<file path="src/rtl/spb_pkg.sv">
// Shared types and constants of the sprite pixel blend unit.
`default_nettype none

package spb_pkg;

	localparam int COORD_W    = 10;
	localparam int CHAN_W     = 8;
	localparam int OFFSET_W   = 12;
	localparam int DEST_W     = 13;
	localparam int MODE_W     = 3;
	localparam int CFG_INDEX_W = 2;
	localparam int CFG_DATA_W = 12;
	localparam int PROD_W     = 2 * CHAN_W;

	localparam logic [CHAN_W-1:0] CHAN_FULL = {CHAN_W{1'b1}};

	typedef enum logic [MODE_W-1:0] {
		MODE_COPY       = 3'd0,
		MODE_CUTOUT     = 3'd1,
		MODE_ALPHA      = 3'd2,
		MODE_ADD        = 3'd3,
		MODE_MULTIPLY   = 3'd4,
		MODE_LUMINOSITY = 3'd5
	} mode_t;

	typedef enum logic [CFG_INDEX_W-1:0] {
		REG_BLEND_MODE = 2'd0,
		REG_OFFSET_X   = 2'd1,
		REG_OFFSET_Y   = 2'd2
	} cfg_reg_t;

endpackage

`default_nettype wire

</file>
<file path="src/rtl/spb_if.sv">
// Pixel item and result channel interfaces of the sprite pixel blend unit.
`default_nettype none

interface spb_item_if;
	logic                          valid;
	logic                          ready;
	logic [spb_pkg::COORD_W-1:0]   src_x;
	logic [spb_pkg::COORD_W-1:0]   src_y;
	logic [spb_pkg::CHAN_W-1:0]    src_a;
	logic [spb_pkg::CHAN_W-1:0]    src_r;
	logic [spb_pkg::CHAN_W-1:0]    src_g;
	logic [spb_pkg::CHAN_W-1:0]    src_b;
	logic [spb_pkg::CHAN_W-1:0]    dst_r;
	logic [spb_pkg::CHAN_W-1:0]    dst_g;
	logic [spb_pkg::CHAN_W-1:0]    dst_b;

	modport source (
		output valid, src_x, src_y, src_a, src_r, src_g, src_b, dst_r, dst_g, dst_b,
		input  ready
	);
	modport sink (
		input  valid, src_x, src_y, src_a, src_r, src_g, src_b, dst_r, dst_g, dst_b,
		output ready
	);
endinterface

interface spb_result_if;
	logic                               valid;
	logic                               ready;
	logic signed [spb_pkg::DEST_W-1:0]  dest_x;
	logic signed [spb_pkg::DEST_W-1:0]  dest_y;
	logic [spb_pkg::CHAN_W-1:0]         out_a;
	logic [spb_pkg::CHAN_W-1:0]         out_r;
	logic [spb_pkg::CHAN_W-1:0]         out_g;
	logic [spb_pkg::CHAN_W-1:0]         out_b;
	logic                               write_enable;

	modport source (
		output valid, dest_x, dest_y, out_a, out_r, out_g, out_b, write_enable,
		input  ready
	);
	modport sink (
		input  valid, dest_x, dest_y, out_a, out_r, out_g, out_b, write_enable,
		output ready
	);
endinterface

`default_nettype wire

</file>
<file path="src/rtl/sprite_pixel_blend_unit_core.sv">
// Top level of the sprite pixel blend unit: input stage, blend logic, result stage.
// An item passes through one input register and one result register before its result is valid.
// Throughput: one pixel per cycle while the result side is ready; a full result register still lets one item enter.
// The input stage also fills while the result stalls, so a stalled result holds one more item behind it.
// Reset clears both stage valids, selects copy mode and zeroes both offsets.
`default_nettype none

module sprite_pixel_blend_unit_core #(
	parameter int SPRITE_DIM_MAX = 1024
) (
	input  wire                                clk,
	input  wire                                arst_n,
	input  wire                                cfg_we,
	input  wire [spb_pkg::CFG_INDEX_W-1:0]     cfg_index,
	input  wire [spb_pkg::CFG_DATA_W-1:0]      cfg_wdata,
	spb_item_if.sink                           item,
	spb_result_if.source                       result
);

	localparam int RecipShift = spb_pkg::COORD_W;
	localparam int EstW       = 2 * spb_pkg::COORD_W;
	localparam logic [spb_pkg::COORD_W-1:0] Recip =
		spb_pkg::COORD_W'((1 << RecipShift) / SPRITE_DIM_MAX);

	// Configuration registers
	spb_pkg::mode_t                     mode_q;
	logic signed [spb_pkg::OFFSET_W-1:0] offset_x_q;
	logic signed [spb_pkg::OFFSET_W-1:0] offset_y_q;
	spb_pkg::mode_t                     mode_raw;
	spb_pkg::mode_t                     mode_dec;

	// Input stage
	logic                         valid_s1;
	logic [spb_pkg::COORD_W-1:0]  x_s1;
	logic [spb_pkg::COORD_W-1:0]  y_s1;
	logic [spb_pkg::COORD_W-1:0]  qx_s1;
	logic [spb_pkg::COORD_W-1:0]  qy_s1;
	logic [spb_pkg::CHAN_W-1:0]   a_s1;
	logic [spb_pkg::CHAN_W-1:0]   sr_s1;
	logic [spb_pkg::CHAN_W-1:0]   sg_s1;
	logic [spb_pkg::CHAN_W-1:0]   sb_s1;
	logic [spb_pkg::CHAN_W-1:0]   dr_s1;
	logic [spb_pkg::CHAN_W-1:0]   dg_s1;
	logic [spb_pkg::CHAN_W-1:0]   db_s1;

	// Result stage
	logic                              valid_s2;
	logic signed [spb_pkg::DEST_W-1:0] dest_x_s2;
	logic signed [spb_pkg::DEST_W-1:0] dest_y_s2;
	logic [spb_pkg::CHAN_W-1:0]        out_a_s2;
	logic [spb_pkg::CHAN_W-1:0]        out_r_s2;
	logic [spb_pkg::CHAN_W-1:0]        out_g_s2;
	logic [spb_pkg::CHAN_W-1:0]        out_b_s2;
	logic                              we_s2;

	logic                              in_xfer;
	logic                              adv;
	logic [EstW-1:0]                   est_x;
	logic [EstW-1:0]                   est_y;
	logic signed [spb_pkg::DEST_W-1:0] dest_x;
	logic signed [spb_pkg::DEST_W-1:0] dest_y;
	logic [spb_pkg::CHAN_W-1:0]        mix_r;
	logic [spb_pkg::CHAN_W-1:0]        mix_g;
	logic [spb_pkg::CHAN_W-1:0]        mix_b;
	logic                              keeps_alpha;

	// Map unused mode codes to copy
	assign mode_raw = spb_pkg::mode_t'(cfg_wdata[spb_pkg::MODE_W-1:0]);
	always_comb begin
		unique case (mode_raw) inside
			spb_pkg::MODE_COPY, spb_pkg::MODE_CUTOUT, spb_pkg::MODE_ALPHA,
			spb_pkg::MODE_ADD, spb_pkg::MODE_MULTIPLY, spb_pkg::MODE_LUMINOSITY:
				mode_dec = mode_raw;
			default: mode_dec = spb_pkg::MODE_COPY;
		endcase
	end

	// Write configuration registers
	always_ff @(posedge clk or negedge arst_n) begin
		if (!arst_n) begin
			mode_q     <= spb_pkg::MODE_COPY;
			offset_x_q <= '0;
			offset_y_q <= '0;
		end else if (cfg_we) begin
			unique case (spb_pkg::cfg_reg_t'(cfg_index))
				spb_pkg::REG_BLEND_MODE: mode_q <= mode_dec;
				spb_pkg::REG_OFFSET_X:   offset_x_q <= $signed(cfg_wdata[spb_pkg::OFFSET_W-1:0]);
				spb_pkg::REG_OFFSET_Y:   offset_y_q <= $signed(cfg_wdata[spb_pkg::OFFSET_W-1:0]);
				default: ;
			endcase
		end
	end

	// Handshake: both stages advance when the result register is free or drains; an empty input stage also accepts
	assign adv        = !valid_s2 || result.ready;
	assign item.ready = !valid_s1 || adv;
	assign in_xfer    = item.valid && item.ready;

	// Quotient estimate of the coordinate wrap, registered before the remainder
	assign est_x = ({{spb_pkg::COORD_W{1'b0}}, item.src_x} * {{spb_pkg::COORD_W{1'b0}}, Recip})
		>> RecipShift;
	assign est_y = ({{spb_pkg::COORD_W{1'b0}}, item.src_y} * {{spb_pkg::COORD_W{1'b0}}, Recip})
		>> RecipShift;

	// Hold stage valids
	always_ff @(posedge clk or negedge arst_n) begin
		if (!arst_n) begin
			valid_s1 <= 1'b0;
			valid_s2 <= 1'b0;
		end else begin
			if (item.ready) begin
				valid_s1 <= item.valid;
			end
			if (adv) begin
				valid_s2 <= valid_s1;
			end
		end
	end

	// Capture the input item
	always_ff @(posedge clk) begin
		if (in_xfer) begin
			x_s1  <= item.src_x;
			y_s1  <= item.src_y;
			qx_s1 <= est_x[spb_pkg::COORD_W-1:0];
			qy_s1 <= est_y[spb_pkg::COORD_W-1:0];
			a_s1  <= item.src_a;
			sr_s1 <= item.src_r;
			sg_s1 <= item.src_g;
			sb_s1 <= item.src_b;
			dr_s1 <= item.dst_r;
			dg_s1 <= item.dst_g;
			db_s1 <= item.dst_b;
		end
	end

	spb_place #(.SPRITE_DIM_MAX(SPRITE_DIM_MAX)) u_place_x (
		.coord   (x_s1),
		.quo_est (qx_s1),
		.offset  (offset_x_q),
		.dest    (dest_x)
	);

	spb_place #(.SPRITE_DIM_MAX(SPRITE_DIM_MAX)) u_place_y (
		.coord   (y_s1),
		.quo_est (qy_s1),
		.offset  (offset_y_q),
		.dest    (dest_y)
	);

	spb_mix u_mix_r (.mode(mode_q), .s(sr_s1), .d(dr_s1), .a(a_s1), .res(mix_r));
	spb_mix u_mix_g (.mode(mode_q), .s(sg_s1), .d(dg_s1), .a(a_s1), .res(mix_g));
	spb_mix u_mix_b (.mode(mode_q), .s(sb_s1), .d(db_s1), .a(a_s1), .res(mix_b));

	assign keeps_alpha = (mode_q == spb_pkg::MODE_COPY) || (mode_q == spb_pkg::MODE_CUTOUT);

	// Load the result register
	always_ff @(posedge clk) begin
		if (adv && valid_s1) begin
			dest_x_s2 <= dest_x;
			dest_y_s2 <= dest_y;
			out_a_s2  <= keeps_alpha ? a_s1 : spb_pkg::CHAN_FULL;
			out_r_s2  <= mix_r;
			out_g_s2  <= mix_g;
			out_b_s2  <= mix_b;
			we_s2     <= !((mode_q == spb_pkg::MODE_CUTOUT) && (a_s1 == '0));
		end
	end

	assign result.valid        = valid_s2;
	assign result.dest_x       = dest_x_s2;
	assign result.dest_y       = dest_y_s2;
	assign result.out_a        = out_a_s2;
	assign result.out_r        = out_r_s2;
	assign result.out_g        = out_g_s2;
	assign result.out_b        = out_b_s2;
	assign result.write_enable = we_s2;

endmodule

`default_nettype wire

</file>
<file path="src/rtl/spb_mix.sv">
// One color channel of the blend: copy, saturating add and the divide-by-255 blends.
`default_nettype none

module spb_mix (
	input  var spb_pkg::mode_t           mode,
	input  wire [spb_pkg::CHAN_W-1:0]    s,
	input  wire [spb_pkg::CHAN_W-1:0]    d,
	input  wire [spb_pkg::CHAN_W-1:0]    a,
	output logic [spb_pkg::CHAN_W-1:0]   res
);

	logic [spb_pkg::CHAN_W-1:0] m0;
	logic [spb_pkg::CHAN_W-1:0] m1;
	logic [spb_pkg::PROD_W-1:0] p0;
	logic [spb_pkg::PROD_W-1:0] p1;
	logic [spb_pkg::PROD_W-1:0] sum;
	logic [spb_pkg::PROD_W-1:0] quo_t;
	logic [spb_pkg::CHAN_W-1:0] quo;
	logic [spb_pkg::CHAN_W:0]   add9;
	logic [spb_pkg::CHAN_W-1:0] sat;

	// Pick multiplier operands: both products feed one shared sum
	always_comb begin
		case (mode)
			spb_pkg::MODE_ALPHA: begin
				m0 = a;
				m1 = ~a;
			end
			spb_pkg::MODE_MULTIPLY: begin
				m0 = d;
				m1 = '0;
			end
			default: begin
				m0 = s;
				m1 = ~s;
			end
		endcase
	end

	assign p0  = {{spb_pkg::CHAN_W{1'b0}}, s} * {{spb_pkg::CHAN_W{1'b0}}, m0};
	assign p1  = {{spb_pkg::CHAN_W{1'b0}}, d} * {{spb_pkg::CHAN_W{1'b0}}, m1};
	assign sum = p0 + p1;

	// Divide by 255 with truncation, exact for sums up to 255*255
	assign quo_t = sum + {{spb_pkg::CHAN_W{1'b0}}, sum[spb_pkg::PROD_W-1:spb_pkg::CHAN_W]}
		+ {{(spb_pkg::PROD_W-1){1'b0}}, 1'b1};
	assign quo   = quo_t[spb_pkg::PROD_W-1:spb_pkg::CHAN_W];

	// Clamp the add at full scale
	assign add9 = {1'b0, s} + {1'b0, d};
	assign sat  = add9[spb_pkg::CHAN_W] ? spb_pkg::CHAN_FULL : add9[spb_pkg::CHAN_W-1:0];

	// Select the channel result
	always_comb begin
		case (mode) inside
			spb_pkg::MODE_ALPHA, spb_pkg::MODE_MULTIPLY, spb_pkg::MODE_LUMINOSITY: res = quo;
			spb_pkg::MODE_ADD: res = sat;
			default: res = s;
		endcase
	end

endmodule

`default_nettype wire

</file>
<file path="src/rtl/spb_place.sv">
// Coordinate wrap to the sprite size and placement at the viewport offset.
`default_nettype none

module spb_place #(
	parameter int SPRITE_DIM_MAX = 1024
) (
	input  wire [spb_pkg::COORD_W-1:0]         coord,
	input  wire [spb_pkg::COORD_W-1:0]         quo_est,
	input  wire signed [spb_pkg::OFFSET_W-1:0] offset,
	output logic signed [spb_pkg::DEST_W-1:0]  dest
);

	localparam int DimW  = $clog2(SPRITE_DIM_MAX + 1);
	localparam int ProdW = spb_pkg::COORD_W + DimW;
	localparam logic [ProdW-1:0] Dim = ProdW'(SPRITE_DIM_MAX);

	logic [ProdW-1:0]            prod;
	logic [ProdW-1:0]            diff;
	logic [ProdW-1:0]            rem_w;
	logic [spb_pkg::COORD_W-1:0] rem;

	// Remainder from the low quotient estimate; it is short by at most one
	assign prod  = {{DimW{1'b0}}, quo_est} * Dim;
	assign diff  = {{DimW{1'b0}}, coord} - prod;
	assign rem_w = (diff >= Dim) ? diff - Dim : diff;
	assign rem   = rem_w[spb_pkg::COORD_W-1:0];

	// Add the sign-extended offset
	assign dest = $signed({{(spb_pkg::DEST_W-spb_pkg::COORD_W){1'b0}}, rem})
		+ $signed({{(spb_pkg::DEST_W-spb_pkg::OFFSET_W){offset[spb_pkg::OFFSET_W-1]}}, offset});

endmodule

`default_nettype wire

</file>
<file path="src/flat_wrapper.sv">
// flat-port wrapper written by rule: the top's interface ports become plain ports
module sprite_pixel_blend_unit_core_flat 
#(
	parameter int SPRITE_DIM_MAX = 1024
)
  (clk, arst_n, cfg_we, cfg_index, cfg_wdata, item_valid, item_src_x, item_src_y, item_src_a, item_src_r, item_src_g, item_src_b, item_dst_r, item_dst_g, item_dst_b, item_ready, result_valid, result_dest_x, result_dest_y, result_out_a, result_out_r, result_out_g, result_out_b, result_write_enable, result_ready);
  spb_item_if item_i ();
  spb_result_if result_i ();
  input  wire clk;
  input  wire arst_n;
  input  wire cfg_we;
  input  wire [spb_pkg::CFG_INDEX_W-1:0] cfg_index;
  input  wire [spb_pkg::CFG_DATA_W-1:0] cfg_wdata;
  input wire logic [$bits(item_i.valid)-1:0] item_valid;
  input wire logic [$bits(item_i.src_x)-1:0] item_src_x;
  input wire logic [$bits(item_i.src_y)-1:0] item_src_y;
  input wire logic [$bits(item_i.src_a)-1:0] item_src_a;
  input wire logic [$bits(item_i.src_r)-1:0] item_src_r;
  input wire logic [$bits(item_i.src_g)-1:0] item_src_g;
  input wire logic [$bits(item_i.src_b)-1:0] item_src_b;
  input wire logic [$bits(item_i.dst_r)-1:0] item_dst_r;
  input wire logic [$bits(item_i.dst_g)-1:0] item_dst_g;
  input wire logic [$bits(item_i.dst_b)-1:0] item_dst_b;
  output wire logic [$bits(item_i.ready)-1:0] item_ready;
  output wire logic [$bits(result_i.valid)-1:0] result_valid;
  output wire logic [$bits(result_i.dest_x)-1:0] result_dest_x;
  output wire logic [$bits(result_i.dest_y)-1:0] result_dest_y;
  output wire logic [$bits(result_i.out_a)-1:0] result_out_a;
  output wire logic [$bits(result_i.out_r)-1:0] result_out_r;
  output wire logic [$bits(result_i.out_g)-1:0] result_out_g;
  output wire logic [$bits(result_i.out_b)-1:0] result_out_b;
  output wire logic [$bits(result_i.write_enable)-1:0] result_write_enable;
  input wire logic [$bits(result_i.ready)-1:0] result_ready;
  assign item_i.valid = item_valid;
  assign item_i.src_x = item_src_x;
  assign item_i.src_y = item_src_y;
  assign item_i.src_a = item_src_a;
  assign item_i.src_r = item_src_r;
  assign item_i.src_g = item_src_g;
  assign item_i.src_b = item_src_b;
  assign item_i.dst_r = item_dst_r;
  assign item_i.dst_g = item_dst_g;
  assign item_i.dst_b = item_dst_b;
  assign item_ready = item_i.ready;
  assign result_valid = result_i.valid;
  assign result_dest_x = result_i.dest_x;
  assign result_dest_y = result_i.dest_y;
  assign result_out_a = result_i.out_a;
  assign result_out_r = result_i.out_r;
  assign result_out_g = result_i.out_g;
  assign result_out_b = result_i.out_b;
  assign result_write_enable = result_i.write_enable;
  assign result_i.ready = result_ready;
  sprite_pixel_blend_unit_core #(.SPRITE_DIM_MAX(SPRITE_DIM_MAX)) u_core (.clk(clk), .arst_n(arst_n), .cfg_we(cfg_we), .cfg_index(cfg_index), .cfg_wdata(cfg_wdata), .item(item_i), .result(result_i));
endmodule
</file>
<file path="config.mk">
export PLATFORM = sky130hd
export DESIGN_NAME = sprite_pixel_blend_unit_core_flat
export DESIGN_NICKNAME = d
export VERILOG_FILES = /design/src/rtl/spb_pkg.sv /design/src/rtl/spb_if.sv /design/src/rtl/sprite_pixel_blend_unit_core.sv /design/src/rtl/spb_mix.sv /design/src/rtl/spb_place.sv /design/src/flat_wrapper.sv
export SDC_FILE = /design/constraint.sdc
export NUM_CORES = 1
export LEC_CHECK = 0
export ABC_AREA = 0
export BUFFER_PORTS_ARGS = -buffer_cell sky130_fd_sc_hd__buf_2
export CAP_MARGIN = 20
export CELL_PAD_IN_SITES_DETAIL_PLACEMENT = 1
export CELL_PAD_IN_SITES_GLOBAL_PLACEMENT = 2
export CORE_MARGIN = 2
export CORE_UTILIZATION = 41
export DETAILED_ROUTE_END_ITERATION = 10
export GPL_ROUTABILITY_DRIVEN = 0
export PLACE_DENSITY = 0.91
export SETUP_SLACK_MARGIN = 0.3
export SLEW_MARGIN = 10
export SYNTH_ARGS = -nofsm -noshare
export SYNTH_HDL_FRONTEND = slang
export SYNTH_SLANG_ARGS = --single-unit
</file>
<file path="constraint.sdc">
create_clock -name clk -period 10.7 [get_ports clk]
set_input_delay 2.14 -clock clk [delete_from_list [all_inputs] [get_ports clk]]
set_output_delay 2.14 -clock clk [all_outputs]
set_load 0.1 [all_outputs]
</file>
# Word-level counts from Yosys, hierarchy flattened
# Cells that the tools add are included.
# classes
n_addsub,16
n_mul,6
div,0
magnitude_cmp,2
n_eq_ne,12
n_shift,0
muxes,18
bitwise_logic,4
reduce_logical,18
# ops
cell,count
multiplier 8 x 8 -> 16 bit,6
one-hot mux 8 bit (2 select lines),6
two-way mux 8 bit,9
"adder 16 x 1 -> 16 bit, second input constant",3
adder 16 bit,3
adder 16 x 8 -> 16 bit,3
inverter 8 bit,4
adder 8 x 8 -> 9 bit,3
adder 11 x 12 -> 13 bit,2
">= comparator 10 x 11 -> 1 bit, second input constant",2
two-way mux 10 bit,2
"subtractor 10 x 1 -> 10 bit, second input constant",2
"== test 3 x 2 -> 1 bit, second input constant",4
"== test 3 bit, second input constant",4
zero test 8 bit,1
"== test 3 x 1 -> 1 bit, second input constant",2
zero test 3 bit,2
AND reduction 2 bit,3
OR reduction 6 bit,1
logical AND 1 bit,3
zero test 1 bit,3
logical OR 1 bit,3
two-way mux 3 bit,1
OR reduction 3 bit,1
other kinds (3),3
# word_totals
ff_bits,164
latchBits,0
mem_bits_rw,0
mem_bits_ro,0
input_bits,95
output_inout_bits,61
elab_cells,97
memories,0

# Longest topological paths before layout
# Gate-level depths: netlist of the first run.
# depth
depth_word,7
depth_mapped,37
depth_no_buf,35

# Modules after synthesis
# A second synthesis of the first run with hierarchy kept.
# hier_totals
hier_cells,2446
hier_area_um2,23573.9
# modules_own_cells
mod,n_inst,cells_each,area_per_inst_um2,seq_area_each_um2
spb_mix (u_core.u_mix_b),1,708,5804.3,0.0
spb_mix (u_core.u_mix_r),1,708,5779.3,0.0
spb_mix (u_core.u_mix_g),1,695,5667.9,0.0
sprite_pixel_blend_unit_core,1,217,5368.9,4779.6
spb_place,2,59,476.7,0.0

# Worst setup path before layout of the first run
# No wires, ideal clock.
# synth_path
kind,reg-to-reg
startpoint,register u_core.mode_q[1]
endpoint,register u_core.out_g_s2 (netlist bit u_core.result.out_g[7]) (data pin)
setup_ps,167
arrival_ps,8234
required_time_ps,10533
path_slack_ps,2299
stages_incl_launch_ff,31
path_buffers,2
period_less_slack_ps,8401
cell_sequence,dfrtp_1 clkbuf_1 inv_1 nand2_1 nor2_1 nor2_1 clkbuf_1 a221oi_1 nor2b_1 fa_1 inv_1 fa_1 inv_1 fa_1 fa_1 fa_1 inv_1 fa_1 inv_1 ha_1 a2111oi_0 a31oi_1 o311ai_1 ha_1 nor2b_1 or3_1 o21ai_0 a211oi_4 nor4b_2 xnor2_1 a221oi_2
# synth_via
elab_chain_len,7
word_cells_on_any_way,14
cone_classes,3 x add/sub; 2 x mul; 4 x eq/ne; 4 x mux; 1 x reduce/logical
# synth_rtl
item,line,text
"start, declared",sprite_pixel_blend_unit_core.sv:26,spb_pkg::mode_t mode_q;
"start signal, assigned",sprite_pixel_blend_unit_core.sv:81,mode_q <= spb_pkg::MODE_COPY;
"start signal, assigned",sprite_pixel_blend_unit_core.sv:86,spb_pkg::REG_BLEND_MODE: mode_q <= mode_dec;
== test 3 bit / == test 3 x 2 -> 1 bit (equally long branches),spb_mix.sv:24,case (mode)
one-hot mux 8 bit (2 select lines),spb_mix.sv:24,
"multiplier 8 x 8 -> 16 bit, on equally long branches","spb_mix.sv:40, spb_mix.sv:41",
adder 16 bit,spb_mix.sv:42,assign sum = p0 + p1;
adder 16 x 8 -> 16 bit,spb_mix.sv:45,"assign quo_t = sum + {{spb_pkg::CHAN_W{1'b0}}, sum[spb_pkg::PROD_W-1:spb_pkg::CHAN_W]}"
adder 16 x 1 -> 16 bit,spb_mix.sv:46,"+ {{(spb_pkg::PROD_W-1){1'b0}}, 1'b1};"
two-way mux 8 bit (*),spb_mix.sv:55,case (mode) inside
net u_core.mix_g (one bit),sprite_pixel_blend_unit_core.sv:63,logic [spb_pkg::CHAN_W-1:0] mix_g;
"end signal, assigned",sprite_pixel_blend_unit_core.sv:164,out_g_s2 <= mix_g;
"end, declared",sprite_pixel_blend_unit_core.sv:52,logic [spb_pkg::CHAN_W-1:0] out_g_s2;
# Mark *: on every way through the listed nets, which the timed path passes. The rest lies on a longest branch.
# A chain may end at the register's enable or synchronous reset.

# Worst setup path in the final report of the first run
# Same ends and word-level chain as after synthesis.

==> impl_metrics.yaml, run 1 <==
run_status:
  status: "complete, no violations"
clock_network:
  clk_pin_slew_ns: 0.08
  htreeDepth: 4
  cts_resized: 0
  cts_tree: "yes"
  cts-root-buf: "clkbuf_16"
  numCtsBuffers: 17
  insertion_delay_ns: 0.49
  cts_sinks: 164
  clock_path_buffers: 2
  holdBufCountCts: 0
  post_cts_buffers: 0
timing:
  tightest_slew_ns: 0.995
  finalSetupViolations: 0
  fmax_ghz: 0.102
  setup-tns-final_ns: 0
  finalHoldViolations: 0
  fin_crit_ns: 9.85
  relSlewSlack: 0.335
  timing.final.crit_share: 0.920
  rsz0062_at_grt: "no"
  maxSlewViolCount: 0
  worst_clock_skew_ns: 0.0239
synth:
  ys_warn_count: 0
  synth_nets: 2937
  synth.area.top_cells: "fa_1 (26%), edfxtp_1 (18%), ha_1 (14%)"
  async_reset_ff_frac: 0.177
  synthTopCellsByCount: "inv_1 (468), fa_1 (293), ha_1 (254)"
  avgSynthCellArea_um2: 9.78
  yosys.cell_count.top_type: "inv_1"
  synthCells: 2295
  synth_area_um2: 22400
  yosysTopAreaCellShare: 0.261
  synth_top_area_cell: "fa_1"
  synth_seq_cells: 164
  synth_ff_type: "edfxtp_1"
  yosysUniqueCellTypes: 80
  synth-edff-count: 135
  yosysSeqAreaShare: 0.213
route:
  ant_nets: 0
  vias_per_cell: 5.44
  drcViolationCount: 0
  drt-total-wl_mm: 67.7
  drt_iter0_drc: 909
  wire_per_inst_um: 21.5
  dr.pass1.iters: 5
  num_vias: 17100
floorplanning:
  design.core.area_um2: 53900
  die_height_um: 238
  pin_count: 156
  die_area_um2: 56600
  start_util: 0.416
  core.rowCount: 85
  fp.dieW_um: 238
min_path:
  hold_path_depth: 1
  min_to: "u_core.result.valid"
  min_path_type: "flop to flop"
  min_from: "u_core.valid_s1"
global_routing:
  grt_pass1_vias: 19400
  grt_usage: 0.247
  grt_remaining_overflow: 0
  antenna_found_initial: 2
  grt_pass1_wl_mm: 107
  grt_max_degree: 60
worst_setup_path:
  cp.buffers_inverters: 6
  reg2reg_depth: 30
  crit_path_max_fanout: 19
  worst_ep_required_time_ns: 11.02
  start_kind: "flop"
  slowest_stage: "nor2_1"
  r2r_slack_ns: 0.85
  r2r_end: "u_core.result.out_g[7]"
  arrival_ns: 10.17
  criticalPathCategory: "flop to flop"
  cp_common_cell: "fa_1"
  timing.rr.start: "u_core.mode_q[1]"
  cp-end-kind: "flop"
  cp_top_family: "adder cells"
  critPathMaxStageDelay_ns: 0.72
cells_and_area:
  area_growth_syn_to_layout_pct: 10.2
  drive_gt1_frac: 0.110
  fin_nets: 3081
placement:
  post-dp-hpwl_mm: 55.3
  io_buffers: 155
flow_run:
  drv_cap: 0
[per-stage QoR]
step	utilization	cell area, um^2	hold WS (ns)	instances	setup slack, ns
2_1_floorplan	-	22400	0.449	2295	2.30
3_3_place_gp	0.447	24100	0.481	3116	1.53
3_5_place_dp	0.447	24100	0.495	3116	0.963
4_1_cts	0.458	24700	0.507	3148	0.908
5_1_grt	0.458	24700	0.549	3148	0.331
6_report	0.458	24700	0.512	3150	0.855
[kinds of logic (layout without fill, tap and decap cells)]
group,after synthesis,in the layout,synth area share
and+or+nand+nor,632,632,0.150
xor gates and xnor gates,91,91,0.0359
AOI/OAI and AO/OA,299,299,0.0922
DFF,164,164,0.213
muxes,35,35,0.0170
buffers and inverters,527,684,0.0883
other,0,2,0
adders and majority gates,547,547,0.403
[per-layer routing]
| metal | routed length, um | up-vias | global-route usage |
|---|---|---|---|
| li1 | - | 7736 | - |
| met1 | 28700 | 8802 | 0.310 |
| met2 | 33100 | 470 | 0.424 |
| met3 | 3790 | 128 | 0.0448 |
| met4 | 2160 | 0 | 0.0898 |
| met5 | 0 | - | 0 |
[worst max-delay path by stage]
stage,from,endpoint,slack (ns),cells past startpoint
final,u_core.mode_q[1],u_core.result.out_g[7],0.85,30
after global routing,u_core.mode_q[1],u_core.result.out_b[7],0.33,32
after CTS,u_core.mode_q[1],u_core.result.out_b[7],0.91,32
after detailed placement,u_core.mode_q[1],u_core.result.out_b[7],0.96,32
after global placement,u_core.mode_q[1],u_core.result.out_g[7],1.53,30
after floorplan,u_core.mode_q[1],u_core.result.out_g[7],2.30,30
[layout make-up]
cell class                 instances  area (um^2)
multi-input combinational       1604        15700
tap                              696          871
antenna                            2         5.00
sequential                       164         4780
timing repair buffer             183          986
clock inverter                    15          201
fill                            6145        29200
inverter                         469         1760
clock buffer                      17          425
[registers in the layout, summed over array words and instances (netlist names), 3 cells and up]
name / flops
u_core.a_s1: 8
u_core.db_s1: 8
u_core.dg_s1: 8
u_core.dr_s1: 8
u_core.mode_q: 3
u_core.offset_x_q: 12
u_core.offset_y_q: 12
u_core.result.dest_x: 13
u_core.result.dest_y: 13
u_core.result.out_a: 8
u_core.result.out_b: 8
u_core.result.out_g: 8
u_core.result.out_r: 8
u_core.sb_s1: 8
u_core.sg_s1: 8
u_core.sr_s1: 8
u_core.x_s1: 10
u_core.y_s1: 10
[layout by cell type (no fill, tap or decap), types with 23 or more instances in the layout]
master    netlist  final
a21o_1         34     34
a21oi_1        62     62
and2_1        170    168
buf_2           2    155
buf_4           0     28
dfrtp_1        29     29
edfxtp_1      135    135
fa_1          293    293
ha_1          254    254
inv_1         468    468
mux2_2         25     25
nand2_1       181    181
nand2b_1       31     31
nor2_1         71     69
nor2b_1        63     63
nor3_1         30     30
o21ai_0        56     56
o221ai_1       23     23
xnor2_1        71     71
[worst register-to-register path: cells and delay by family, from the launching register on]
kind / cells / cell delay (ns)
compound gates: 8 / 2.47
buf+inv: 6 / 0.67
xor+xnor: 2 / 0.52
flops: 1 / 0.49
simple gates: 6 / 1.90
fa+ha+maj: 8 / 3.67
Power of run 1 is not shown: default switching activity piles up to over one toggle a cycle in this logic, so the estimate is an artifact.
==> run 2: changes to the inputs <==
--- a/config.mk
+++ b/config.mk
@@ -6,7 +6,7 @@
 export NUM_CORES = 1
 export LEC_CHECK = 0
 export ABC_AREA = 0
-export BUFFER_PORTS_ARGS = -buffer_cell sky130_fd_sc_hd__buf_2
+export BUFFER_PORTS_ARGS = -buffer_cell sky130_fd_sc_hd__buf_4
 export CAP_MARGIN = 20
 export CELL_PAD_IN_SITES_DETAIL_PLACEMENT = 1
 export CELL_PAD_IN_SITES_GLOBAL_PLACEMENT = 2
@@ -15,6 +15,7 @@
 export DETAILED_ROUTE_END_ITERATION = 10
 export GPL_ROUTABILITY_DRIVEN = 0
 export PLACE_DENSITY = 0.91
+export RECOVER_POWER = 100
 export SETUP_SLACK_MARGIN = 0.3
 export SLEW_MARGIN = 10
 export SYNTH_ARGS = -nofsm -noshare
==> run 2 against run 1 <==
  * The flow now finishes with violations (capacitance limit, slew limit)
  * Hold slack lost 0.0093 ns
  * Flip-flop and latch count unchanged
  * Maximum frequency is 1.2% higher
  * Critical path depth decreased by 1
  * First-iteration DRC count grew 7.0%
  * Global-route usage barely moved
  * Clock skew shrank 0.0043 ns
  * Sequential share of layout area down 0.066 points
  * Clock-buffer cell count unchanged
==> impl_metrics.yaml, run 2 (synthesis gave the netlist of run 1 again) <==
floorplanning:
  fp.dieW_um: 238
  pin_count: 156
  die_area_um2: 56600
  design.core.area_um2: 53900
  die_height_um: 238
  start_util: 0.416
  core.rowCount: 85
global_routing:
  antenna_found_initial: 3
  grt_pass1_vias: 19400
  grt_pass1_wl_mm: 107
  grt_remaining_overflow: 0
  grt_max_degree: 60
  grt_usage: 0.246
route:
  vias_per_cell: 5.44
  dr.pass1.iters: 5
  drt_iter0_drc: 973
  drt-total-wl_mm: 67.2
  ant_nets: 0
  wire_per_inst_um: 21.3
  num_vias: 17100
  drcViolationCount: 0
clock_network:
  clock_path_buffers: 2
  cts-root-buf: "clkbuf_16"
  numCtsBuffers: 17
  clk_pin_slew_ns: 0.09
  htreeDepth: 4
  post_cts_buffers: 0
  holdBufCountCts: 0
  cts_resized: 0
  cts_sinks: 164
  insertion_delay_ns: 0.50
  cts_tree: "yes"
worst_setup_path:
  cp_common_cell: "fa_1"
  criticalPathCategory: "flop to flop"
  cp_top_family: "adder cells"
  cp-end-kind: "flop"
  crit_path_max_fanout: 13
  cp.buffers_inverters: 6
  r2r_slack_ns: 0.97
  slowest_stage: "o311ai_0"
  arrival_ns: 10.07
  critPathMaxStageDelay_ns: 0.82
  worst_ep_required_time_ns: 11.04
  start_kind: "flop"
run_status:
  violations: "capacitance limit, slew limit"
  status: "finished with violations"
timing:
  timing.final.crit_share: 0.909
  fin_crit_ns: 9.73
  hold_ws_ns: 0.503
  rsz0062_at_grt: "no"
  finalHoldViolations: 0
  worst_clock_skew_ns: 0.0196
  setup-tns-final_ns: 0
  maxSlewViolCount: 150
  finalSetupViolations: 0
  fmax_ghz: 0.103
  relSlewSlack: -2.11
  tightest_slew_ns: 4.67
flow_run:
  drv_cap: 3
cells_and_area:
  multi_input_area_um2: 15700
  n_antenna_cell: 0
  layout_common_cells: "inv_1 (468), fa_1 (293), ha_1 (254)"
  layout_commonest_cell: "inv_1"
  area_growth_syn_to_layout_pct: 10.6
  regArea_um2: 4780
  final_cells: 3150
  drive_gt1_frac: 0.0791
  fin_nets: 3083
  fillers: 6048
placement:
  post-dp-hpwl_mm: 54.8
  dp.cells: 3118
  io_buffers: 155
min_path:
  min_path_type: "flop to flop"
==> run 2: changes by cell type in the layout (fill, tap and decap cells not counted), moves of 2 or more <==
cell	previous run	this run
clkbuf_1	0	72
inv_8	4	2
and2_0	0	3
inv_6	1	3
and2_4	2	0
diode_2	2	0
buf_4	28	41
clkbuf_4	0	71
buf_2	155	1
nor4b_1	1	3
==> run 2: cell type report <==
class | instances | area share
multi-input cells | 1604 | 0.631
repair buffers | 185 | 0.0450
flip-flops and latches | 164 | 0.193
inverters | 469 | 0.0710
well taps | 696 | 0.0351
clock buffers | 17 | 0.0172
clock inverters | 15 | 0.00792
==> run 2: path summary, 6_finish.rpt <==
| kind | cells past startpoint | end | from |
|---|---|---|---|
| max | 29 | u_core.result.out_g[7] | u_core.mode_q[1] |
| min | 1 | u_core.result.valid | u_core.valid_s1 |
| max reg2reg | 29 | u_core.result.out_g[7] | u_core.mode_q[1] |
| min reg2reg | 1 | u_core.result.valid | u_core.valid_s1 |
| max in group asynchronous | 1 | u_core.offset_x_q[1] | arst_n |
| min in group asynchronous | 1 | u_core.offset_y_q[0] | arst_n |
==> run 2: metal layers <==
metal,share of wire,up-vias,track usage
met1,0.42,8856,0.311
met2,0.49,452,0.427
li1,-,7725,-
met3,0.059,109,0.0477
met5,0.00058,-,0
met4,0.024,6,0.0747
==> run 2: per-stage QoR <==
step | util | worst slack, ns | cell area (um^2)
3_3_place_gp | 0.454 | 1.65 | 24500
3_5_place_dp | 0.454 | 1.21 | 24500
4_1_cts | 0.466 | 1.22 | 25100
5_1_grt | 0.460 | 0.407 | 24800
6_report | 0.460 | 0.969 | 24800
2_1_floorplan | - | 2.30 | 22400
Power of run 2 is left out for the same reason.
